### src/design/mfq_pkg.sv
// ----------------------------------------------------------------------------
// mfq_pkg
// Shared codes, reset values and beat types of the mains failure qualifier.
// ----------------------------------------------------------------------------
package mfq_pkg;

	localparam int TIMER_WIDTH_DEF = 16;
	localparam int DELAY_WIDTH     = 16;
	localparam int CFG_IDX_WIDTH   = 2;

	localparam logic [1:0] ACT_TICK      = 2'd0;
	localparam logic [1:0] ACT_CONSIST   = 2'd1;
	localparam logic [1:0] ACT_CONTACTOR = 2'd2;
	localparam logic [1:0] ACT_MAINSFAIL = 2'd3;

	localparam logic [1:0] REQ_NORMAL = 2'd0;
	localparam logic [1:0] REQ_NEW    = 2'd1;
	localparam logic [1:0] REQ_KILL   = 2'd2;

	localparam logic [1:0] RES_PROCESSING = 2'd0;
	localparam logic [1:0] RES_OK         = 2'd1;
	localparam logic [1:0] RES_FAIL       = 2'd2;
	localparam logic [1:0] RES_TICK       = 2'd3;

	localparam logic [CFG_IDX_WIDTH-1:0] REG_RESTORE   = 2'd0;
	localparam logic [CFG_IDX_WIDTH-1:0] REG_CONTACTOR = 2'd1;
	localparam logic [CFG_IDX_WIDTH-1:0] REG_MAINSFAIL = 2'd2;
	localparam logic [CFG_IDX_WIDTH-1:0] REG_BATT_EN   = 2'd3;

	localparam logic [DELAY_WIDTH-1:0] RESTORE_DELAY_RST   = 16'd10;
	localparam logic [DELAY_WIDTH-1:0] CONTACTOR_DELAY_RST = 16'd2;
	localparam logic [DELAY_WIDTH-1:0] MAINSFAIL_DELAY_RST = 16'd5;

	typedef struct packed {
		logic [1:0] action;
		logic [1:0] task_req;
		logic       mains_failed;
		logic       gen_contact_closed;
		logic       mains_contact_closed;
		logic       engine_cranking;
		logic       engine_stopping;
		logic       battery_low;
	} item_t;

	typedef struct packed {
		logic [1:0] result;
		logic       clear_crank_timer;
		logic       mains_healthy;
		logic       mains_fail_timed_out;
	} res_t;

	typedef struct packed {
		logic restore_running;
		logic contact_running;
		logic fail_running;
		logic healthy;
		logic timed_out;
		logic gen_settle_done;
		logic mains_settle_done;
	} flags_t;

	typedef struct packed {
		logic [DELAY_WIDTH-1:0] restore_delay;
		logic [DELAY_WIDTH-1:0] contactor_delay;
		logic [DELAY_WIDTH-1:0] mainsfail_delay;
		logic                   battery_monitor_enable;
	} cfg_t;

endpackage

### src/design/mfq_step.sv
// ----------------------------------------------------------------------------
// mfq_step
// Next-state and result logic for one item: tick or one of the three checks.
// ----------------------------------------------------------------------------
module mfq_step
	import mfq_pkg::*;
#(
	parameter int TIMER_WIDTH = TIMER_WIDTH_DEF
) (
	input  item_t                  item,
	input  cfg_t                   cfg,
	input  flags_t                 flags,
	input  logic [TIMER_WIDTH-1:0] restore_timer,
	input  logic [TIMER_WIDTH-1:0] contact_timer,
	input  logic [TIMER_WIDTH-1:0] fail_timer,
	output flags_t                 flags_nxt,
	output logic [TIMER_WIDTH-1:0] restore_timer_nxt,
	output logic [TIMER_WIDTH-1:0] contact_timer_nxt,
	output logic [TIMER_WIDTH-1:0] fail_timer_nxt,
	output res_t                   res
);

	function automatic logic [TIMER_WIDTH-1:0] count_down(input logic [TIMER_WIDTH-1:0] t);
		count_down = (t != '0) ? t - TIMER_WIDTH'(1) : '0;
	endfunction

	logic opened;
	logic kill;

	assign kill   = (item.task_req == REQ_KILL);
	assign opened = (!item.gen_contact_closed && !flags.gen_settle_done) ||
	                (!item.mains_contact_closed && !flags.mains_settle_done);

	always_comb begin
		flags_nxt             = flags;
		restore_timer_nxt     = restore_timer;
		contact_timer_nxt     = contact_timer;
		fail_timer_nxt        = fail_timer;
		res.result            = RES_TICK;
		res.clear_crank_timer = 1'b0;

		case (item.action)
			ACT_TICK: begin
				restore_timer_nxt = count_down(restore_timer);
				contact_timer_nxt = count_down(contact_timer);
				fail_timer_nxt    = count_down(fail_timer);
				res.result        = RES_TICK;
			end
			ACT_CONSIST: begin
				if (!flags.healthy && !flags.restore_running) begin
					restore_timer_nxt         = TIMER_WIDTH'(cfg.restore_delay);
					flags_nxt.restore_running = 1'b1;
				end else if (kill) begin
					restore_timer_nxt = '0;
				end
				if (restore_timer_nxt != '0) begin
					if (item.mains_failed) begin
						flags_nxt.restore_running = 1'b0;
						flags_nxt.healthy         = 1'b0;
						res.result                = RES_FAIL;
					end else begin
						res.result = RES_PROCESSING;
					end
				end else begin
					flags_nxt.restore_running = 1'b0;
					if (!item.mains_failed) begin
						flags_nxt.healthy   = 1'b1;
						flags_nxt.timed_out = 1'b0;
						res.result          = RES_OK;
					end else begin
						flags_nxt.healthy = 1'b0;
						res.result        = RES_FAIL;
					end
				end
			end
			ACT_CONTACTOR: begin
				if ((opened && !flags.contact_running) || item.task_req == REQ_NEW) begin
					flags_nxt.contact_running = 1'b1;
					contact_timer_nxt         = TIMER_WIDTH'(cfg.contactor_delay);
					res.clear_crank_timer     = !item.engine_cranking && !item.engine_stopping;
				end else if (kill) begin
					contact_timer_nxt = '0;
				end
				if (item.gen_contact_closed)
					flags_nxt.gen_settle_done = 1'b0;
				if (item.mains_contact_closed)
					flags_nxt.mains_settle_done = 1'b0;
				if (contact_timer_nxt != '0) begin
					res.result = RES_PROCESSING;
				end else begin
					res.result = RES_OK;
					if (flags_nxt.contact_running) begin
						flags_nxt.contact_running = 1'b0;
						if (!item.mains_contact_closed)
							flags_nxt.mains_settle_done = 1'b1;
						if (!item.gen_contact_closed)
							flags_nxt.gen_settle_done = 1'b1;
					end
				end
			end
			default: begin
				if (!flags.timed_out && !flags.healthy && !flags.fail_running) begin
					fail_timer_nxt         = TIMER_WIDTH'(cfg.mainsfail_delay);
					flags_nxt.fail_running = 1'b1;
				end else if (kill) begin
					fail_timer_nxt = '0;
				end
				if (fail_timer_nxt != '0) begin
					if (!item.mains_failed) begin
						if (flags.healthy) begin
							flags_nxt.fail_running = 1'b0;
							res.result             = RES_FAIL;
						end else begin
							res.result = RES_PROCESSING;
						end
					end else if (cfg.battery_monitor_enable && item.battery_low) begin
						flags_nxt.fail_running = 1'b0;
						flags_nxt.timed_out    = 1'b1;
						res.result             = RES_OK;
					end else begin
						res.result = RES_PROCESSING;
					end
				end else begin
					flags_nxt.fail_running = 1'b0;
					if (flags.healthy) begin
						res.result = RES_FAIL;
					end else begin
						flags_nxt.timed_out = 1'b1;
						res.result          = RES_OK;
					end
				end
			end
		endcase

		res.mains_healthy        = flags_nxt.healthy;
		res.mains_fail_timed_out = flags_nxt.timed_out;
	end

endmodule

### src/design/mains_failure_qualifier_core.sv
// ----------------------------------------------------------------------------
// mains_failure_qualifier_core
// Mains/generator changeover qualifier: timers, settle flags and check results.
// ----------------------------------------------------------------------------
// Input channel: in_valid/in_stall with one item per beat (tick or check).
// Output channel: out_valid/out_stall with exactly one result beat per item.
// Configuration: cfg_valid/cfg_ready write of cfg_index/cfg_data; always
// ready, meant to be written while no item is in flight.
// Path: an accepted item is captured in the input register, evaluated against
// the timer/flag state and written into the output register once the output side
// can take it; the result shows from then on.
// Throughput: one item per cycle while the output is not stalled, set by the single
// evaluation stage between the input register and the output register.
// A stalled output holds its beat; the input register keeps filling, and
// in_stall rises only while both registers hold beats and out_stall is high.
// Reset clears all timers and flags, empties both registers and loads the
// configuration defaults (restore 10, contactor 2, mains fail 5, battery
// monitoring off).
// ----------------------------------------------------------------------------
module mains_failure_qualifier_core
	import mfq_pkg::*;
#(
	parameter int TIMER_WIDTH = TIMER_WIDTH_DEF
) (
	input  logic                     clk,
	input  logic                     arst_n,
	input  logic                     in_valid,
	output logic                     in_stall,
	input  logic [1:0]               action,
	input  logic [1:0]               task_req,
	input  logic                     mains_failed,
	input  logic                     gen_contact_closed,
	input  logic                     mains_contact_closed,
	input  logic                     engine_cranking,
	input  logic                     engine_stopping,
	input  logic                     battery_low,
	output logic                     out_valid,
	input  logic                     out_stall,
	output logic [1:0]               result,
	output logic                     clear_crank_timer,
	output logic                     mains_healthy,
	output logic                     mains_fail_timed_out,
	input  logic                     cfg_valid,
	output logic                     cfg_ready,
	input  logic [CFG_IDX_WIDTH-1:0] cfg_index,
	input  logic [DELAY_WIDTH-1:0]   cfg_data
);

	cfg_t                   cfg_q;
	flags_t                 flags_q;
	flags_t                 flags_nxt;
	logic [TIMER_WIDTH-1:0] restore_timer_q;
	logic [TIMER_WIDTH-1:0] contact_timer_q;
	logic [TIMER_WIDTH-1:0] fail_timer_q;
	logic [TIMER_WIDTH-1:0] restore_timer_nxt;
	logic [TIMER_WIDTH-1:0] contact_timer_nxt;
	logic [TIMER_WIDTH-1:0] fail_timer_nxt;
	item_t                  item_s1;
	logic                   valid_s1;
	res_t                   res_nxt;
	res_t                   res_q;
	logic                   out_valid_q;
	logic                   advance;

	assign advance   = valid_s1 && (!out_valid_q || !out_stall);
	assign in_stall  = valid_s1 && !advance;
	assign cfg_ready = 1'b1;

	always_ff @(posedge clk or negedge arst_n) begin
		if (!arst_n) begin
			cfg_q.restore_delay          <= RESTORE_DELAY_RST;
			cfg_q.contactor_delay        <= CONTACTOR_DELAY_RST;
			cfg_q.mainsfail_delay        <= MAINSFAIL_DELAY_RST;
			cfg_q.battery_monitor_enable <= 1'b0;
		end else if (cfg_valid && cfg_ready) begin
			case (cfg_index)
				REG_RESTORE:   cfg_q.restore_delay          <= cfg_data;
				REG_CONTACTOR: cfg_q.contactor_delay        <= cfg_data;
				REG_MAINSFAIL: cfg_q.mainsfail_delay        <= cfg_data;
				REG_BATT_EN:   cfg_q.battery_monitor_enable <= cfg_data[0];
				default:       cfg_q                        <= cfg_q;
			endcase
		end
	end

	// input register
	always_ff @(posedge clk or negedge arst_n) begin
		if (!arst_n) begin
			valid_s1 <= 1'b0;
		end else if (!in_stall) begin
			valid_s1 <= in_valid;
		end
	end

	always_ff @(posedge clk) begin
		if (!in_stall && in_valid) begin
			item_s1 <= '{action, task_req, mains_failed, gen_contact_closed,
			             mains_contact_closed, engine_cranking, engine_stopping,
			             battery_low};
		end
	end

	mfq_step #(
		.TIMER_WIDTH(TIMER_WIDTH)
	) u_step (
		.item              (item_s1),
		.cfg               (cfg_q),
		.flags             (flags_q),
		.restore_timer     (restore_timer_q),
		.contact_timer     (contact_timer_q),
		.fail_timer        (fail_timer_q),
		.flags_nxt         (flags_nxt),
		.restore_timer_nxt (restore_timer_nxt),
		.contact_timer_nxt (contact_timer_nxt),
		.fail_timer_nxt    (fail_timer_nxt),
		.res               (res_nxt)
	);

	// state and output register
	always_ff @(posedge clk or negedge arst_n) begin
		if (!arst_n) begin
			flags_q         <= '0;
			restore_timer_q <= '0;
			contact_timer_q <= '0;
			fail_timer_q    <= '0;
			out_valid_q     <= 1'b0;
		end else if (advance) begin
			flags_q         <= flags_nxt;
			restore_timer_q <= restore_timer_nxt;
			contact_timer_q <= contact_timer_nxt;
			fail_timer_q    <= fail_timer_nxt;
			out_valid_q     <= 1'b1;
		end else if (!out_stall) begin
			out_valid_q <= 1'b0;
		end
	end

	always_ff @(posedge clk) begin
		if (advance) begin
			res_q <= res_nxt;
		end
	end

	assign out_valid            = out_valid_q;
	assign result               = res_q.result;
	assign clear_crank_timer    = res_q.clear_crank_timer;
	assign mains_healthy        = res_q.mains_healthy;
	assign mains_fail_timed_out = res_q.mains_fail_timed_out;

endmodule

### config.mk
export PLATFORM = sky130hd
export DESIGN_NAME = mains_failure_qualifier_core
export DESIGN_NICKNAME = d
export VERILOG_FILES = /design/src/design/mfq_pkg.sv /design/src/design/mfq_step.sv /design/src/design/mains_failure_qualifier_core.sv
export SDC_FILE = /design/constraint.sdc
export NUM_CORES = 1
export LEC_CHECK = 0
export BUFFER_PORTS_ARGS = -buffer_cell sky130_fd_sc_hd__buf_2
export CORE_ASPECT_RATIO = 1.25
export CORE_MARGIN = 10
export CORE_UTILIZATION = 55
export CTS_BUF_LIST = sky130_fd_sc_hd__clkbuf_16
export CTS_CLUSTER_SIZE = 12
export DETAILED_ROUTE_END_ITERATION = 10
export MAX_ROUTING_LAYER = met4
export PLACE_DENSITY = 0.81
export SETUP_SLACK_MARGIN = 0.05
export SYNTH_ARGS = -nofsm -noshare
export SYNTH_HDL_FRONTEND = slang
export SYNTH_SLANG_ARGS = --single-unit
### constraint.sdc
create_clock -name clk -period 2.3 [get_ports clk]
set_input_delay 0.69 -clock clk [delete_from_list [all_inputs] [get_ports clk]]
set_output_delay 0.69 -clock clk [all_outputs]
set_load 0.01 [all_outputs]
# Word-level counts from Yosys, hierarchy flattened
# Index checks and enable logic that the tools add are counted.
classes:
  add_sub_neg: 3
  multipliers: 0
  div: 0
  order_cmp: 0
  eq_ne: 9
  shifts: 0
  mux: 55
  bitwise: 2
  reduce_logical: 53
op_table:
  columns: ["cell", "count"]
  rows:
  - ["$mux W16", 12]
  - ["$pmux W16 S2", 3]
  - ["$reduce_bool A16 Y1", 6]
  - ["$sub A16 B1 Y16 const B", 3]
  - ["$mux W1", 29]
  - ["$reduce_and A2 Y1", 10]
  - ["$mux W2", 9]
  - ["$logic_not A1 Y1", 15]
  - ["$logic_and A1 B1 Y1", 11]
  - ["$eq A2 B2 Y1 const B", 4]
  - ["$eq A2 B1 Y1 const B", 3]
  - ["$pmux W2 S3", 1]
  - ["$logic_not A2 Y1", 2]
  - ["$reduce_bool A2 Y1", 2]
  - ["$reduce_or A2 Y1", 2]
  - ["$logic_or A1 B1 Y1", 3]
  - ["$ne A3 B2 Y1 const B", 1]
  - ["$reduce_and A3 Y1", 1]
  - ["$reduce_or A3 Y1", 1]
  - ["$ne A2 B1 Y1 const B", 1]
  - ["$not A1 Y1", 2]
  - ["$pmux W1 S2", 1]
totals:
  reg_bits: 121
  latchBits: 0
  mem_bits_rw: 0
  romBits: 0
  inputBits: 33
  output_inout_bits: 8
  word_cells: 150
  mem_count: 0

# Depth between registers and ports, before layout
logic_depth:
  depth_word: 10
  depth_mapped: 9
  ltp_nobuf: 8

# By module
# A second synthesis with hierarchy kept.
hier_totals:
  cells_unflattened: 723
  area_unflattened_um2: 7205.7
modules_own_cells:
  columns: ["module", "instances", "cells_per_inst", "area_each_um2", "seq_area_each_um2"]
  rows:
  - ["mains_failure_qualifier_core", 1, 246, 4449.3, 3109.2]
  - ["mfq_step", 1, 477, 2756.4, 0.0]

# Least setup slack after synthesis
# Ideal clock, no wire load.
synth_timing:
  path_kind: "reg-to-reg"
  from: "register fail_timer_q[10]"
  to: "register res_q (netlist bit result[0]) (data pin)"
  setup_time_ns: 0.266
  arrival_ns: 2.069
  t_required_ns: 2.034
  setup_slack_ns: -0.035
  path_stages_with_launch: 7
  period_less_slack_ns: 2.335
  cell_sequence: "dfrtp_1 > or4_4 > or3_4 > nor3_4 > o21a_1 > a211o_1 > or3b_1"
synth_rtl:
  columns: ["item", "line_no", "source"]
  rows:
  - ["start, declared", "mains_failure_qualifier_core.sv:54", "logic [TIMER_WIDTH-1:0] fail_timer_q;"]
  - ["start signal, assigned", "mains_failure_qualifier_core.sv:131", "fail_timer_q <= fail_timer_nxt;"]
  - ["end signal, assigned", "mains_failure_qualifier_core.sv:140", "res_q <= res_nxt;"]
  - ["end, declared", "mains_failure_qualifier_core.sv:61", "res_t res_q;"]

==> run summary <==
PortBufs: 39
Worst Hold Class: primary input to asynchronous set/reset pin
H-tree levels: 4
Fill cells: 818
Count leader, synth: dfrtp_1
Period minus WS final: 2.398 ns
Synthesized flop and latch total: 121
Synth cell count leaders: 101 x dfrtp_1, 60 x o21ai_0, 55 x a21oi_1
CTS Buf Count: 17
Sequential fraction of the synthesis area: 0.4726
Max Root-Sink Buffers: 2
Crit. End Element: flip-flop
Fraction of registers with async set or reset after synthesis: 0.8760
Leak: 3.592 nW
Synthesized area: 6579 um2
Total Wirelength: 19.84 mm
Ant. Diodes: 0
Post-route DRC: 0
Finish-stage setup viols: 11
Via count: 6179
Tcrit/Tclk final: 1.043
Yosys top cell by area: dfrtp_1
Setup Total Neg Slack: -0.5386 ns
Initial antenna violation count: 0
Post-Syn Instances: 677
Failing checks: setup timing
Worst clock skew: 0.007250 ns
Largest net degree at the start of global routing: 55
CTS clock-pin slew for the worst setup and hold paths: 0.05 ns
IO Pins: 41
Row cnt: 44
# clock sinks: 121
Pwr dens: 1206 nW/um2
Fin. Hold Viols: 0
Hpwl dp: 13.20 mm
YS warnings: 0
Top FF cell, synth: dfrtp_1
DP Worst Slack: -0.08632 ns
Wire per inst: 20.84 um
Largest cells by area after synthesis: dfrtp_1 38%, mux2_2 8.4%, edfxtp_1 6.8%
Later-pin clock latency in the skew report: 0.41 ns
Critical path required time: 2.45 ns
Syn avg cell area: 9.718 um2
RSZ-0062 raised after global routing: yes
CTS tree: built
Layout cells sized above 1: 0.2958
Global-route wire length before repair: 31.67 mm
Highest clock rate: 416.9 MHz
Die ar.: 16760 um2
Synth-to-Final Area Change: 26.17%
Core Area: 11670 um2
Die width: 117.8 um
Critical path class: flip-flop to flip-flop
ANT nets after route: 0
Net Count, Synth: 720
DRT Pass-1 Iters: 5
Clock Tree Root: clkbuf_16
Initial core utilization: 0.5637
Synth unique cells: 64
Crit path launch type: flip-flop
Worst slew margin: 0.5387
Max-Cap Viols: 0
Max Slew Vio Count: 0
Vias in the first global route: 6068
Worst slew pin tran: 0.6919 ns
DR vias/cell: 6.491
Post-route worst setup slack: -0.09847 ns
Number of flops mapped to enable cells by yosys: 15
Initial drt markers: 617
Top-area cell type share of the netlist area: 0.3842
FF-to-FF path depth: 6
Critical path fanouts, max: 2
Routability cong.: 0.9429
Total GRT Usage: 0.2383
Worst vdd ir: 601.8 uV
Nets: 821
Critical path arrival: 2.55 ns
Chip height: 142.3 um
Gr ovfl total: 0
Outcome: finished, violations left
==> power breakdown <==
part | switching (mW) | total [mW] | internal [mW]
sequential | 0.699 | 3.53 | 2.83
clock | 0.929 | 2.77 | 1.85
combinational | 2.03 | 3.71 | 1.68
total | 3.66 | 10.0 | 6.36
==> path summary, 6_finish.rpt <==
check | start | end | slack (ns)
setup / recovery | fail_timer_q[13] | result[0] | -0.1
hold / removal | arst_n | cfg_q[22] | 0.11
hold reg to reg | item_s1[4] | flags_q[1] | 0.46
max in group asynchronous | arst_n | cfg_q[1] | 1.61
min in group clk | battery_low | item_s1[0] | 0.46
setup reg to reg | fail_timer_q[13] | result[0] | -0.1
==> metrics by stage <==
step	cells	hold WS, ns	total power, mW	utilization	cell area (um2)
finish	952	0.1129	10.01	0.7112	8300
detailed placement	903	0.4451	6.725	0.6276	7325
floorplan	677	0.3944	5.559	-	6579
global placement	903	0.4338	6.583	0.6276	7325
global route	952	0.1132	10.55	0.7112	8300
CTS	945	0.1084	9.646	0.6909	8064
==> layout by cell type, fill, tap and decap left out, types with 19 or more instances in the layout <==
master     count
a21oi_1       53
buf_4         61
buf_2         38
dfrtp_1      101
inv_1         27
clkbuf_16     19
mux2_2        49
nor3_1        21
nor2_1        52
o21ai_0       45
nand2_1       47
==> worst max-delay path: stages, from the launching register on <==
cell and delay, ns:
dfrtp_1 0.37, or4_4 0.55, or3_4 0.38, nor3_4 0.21
o21a_1 0.18, a211o_1 0.13, or3b_1 0.34
==> layout make-up <==
type | count | area [um2] | area share
clock buffer | 18 | 450.4 | 0.05427
clock inverter | 14 | 165.2 | 0.01990
inverter | 22 | 82.58 | 0.009949
multi-input combinational | 500 | 3403 | 0.4100
sequential | 121 | 3109 | 0.3746
tap | 161 | 201.4 | 0.02427
timing repair buffer | 116 | 888.4 | 0.1070
==> registers in the layout (all words and copies together) (netlist names) <==
| name | flops |
|---|---|
| out_valid | 1 |
| cfg_q | 49 |
| flags_q | 7 |
| clear_crank_timer | 1 |
| item_s1 | 10 |
| result | 2 |
| valid_s1 | 1 |
| mains_healthy | 1 |
| restore_timer_q | 16 |
| mains_fail_timed_out | 1 |
| fail_timer_q | 16 |
| contact_timer_q | 16 |
==> logic make-up (layout without fill, tap and decap cells) <==
family	Yosys count	after routing	share of synthesized area
compound gates	223	223	0.2202
flops	121	121	0.4726
buf+inv	56	170	0.03556
mux	49	49	0.08387
fa+ha+maj	10	10	0.01902
other cells	1	1	0.0005700
simple gates	217	217	0.1681
==> per-layer routing <==
metal,GRT usage,vias up,share of wire,routed length [um]
li1,-,2753,-,-
met1,0.2784,3025,0.40,7910
met2,0.3938,334,0.50,9831
met3,0.05518,67,0.068,1357
met4,0.09126,0,0.037,742
met5,-,-,0,0
==> timing repair <==
| action | in CTS | in global routing |
|---|---|---|
| endpoints found under the setup margin | 20 | 34 |
| gates resized for setup | 14 | 45 |
| buffers inserted | 9 | 7 |
| hold buffers | 0 | 0 |
| hold endpoints to repair | 0 | 0 |
| pin swaps | 13 | 30 |
| gates cloned | 1 | 1 |
(Power assumes the default switching activity.)
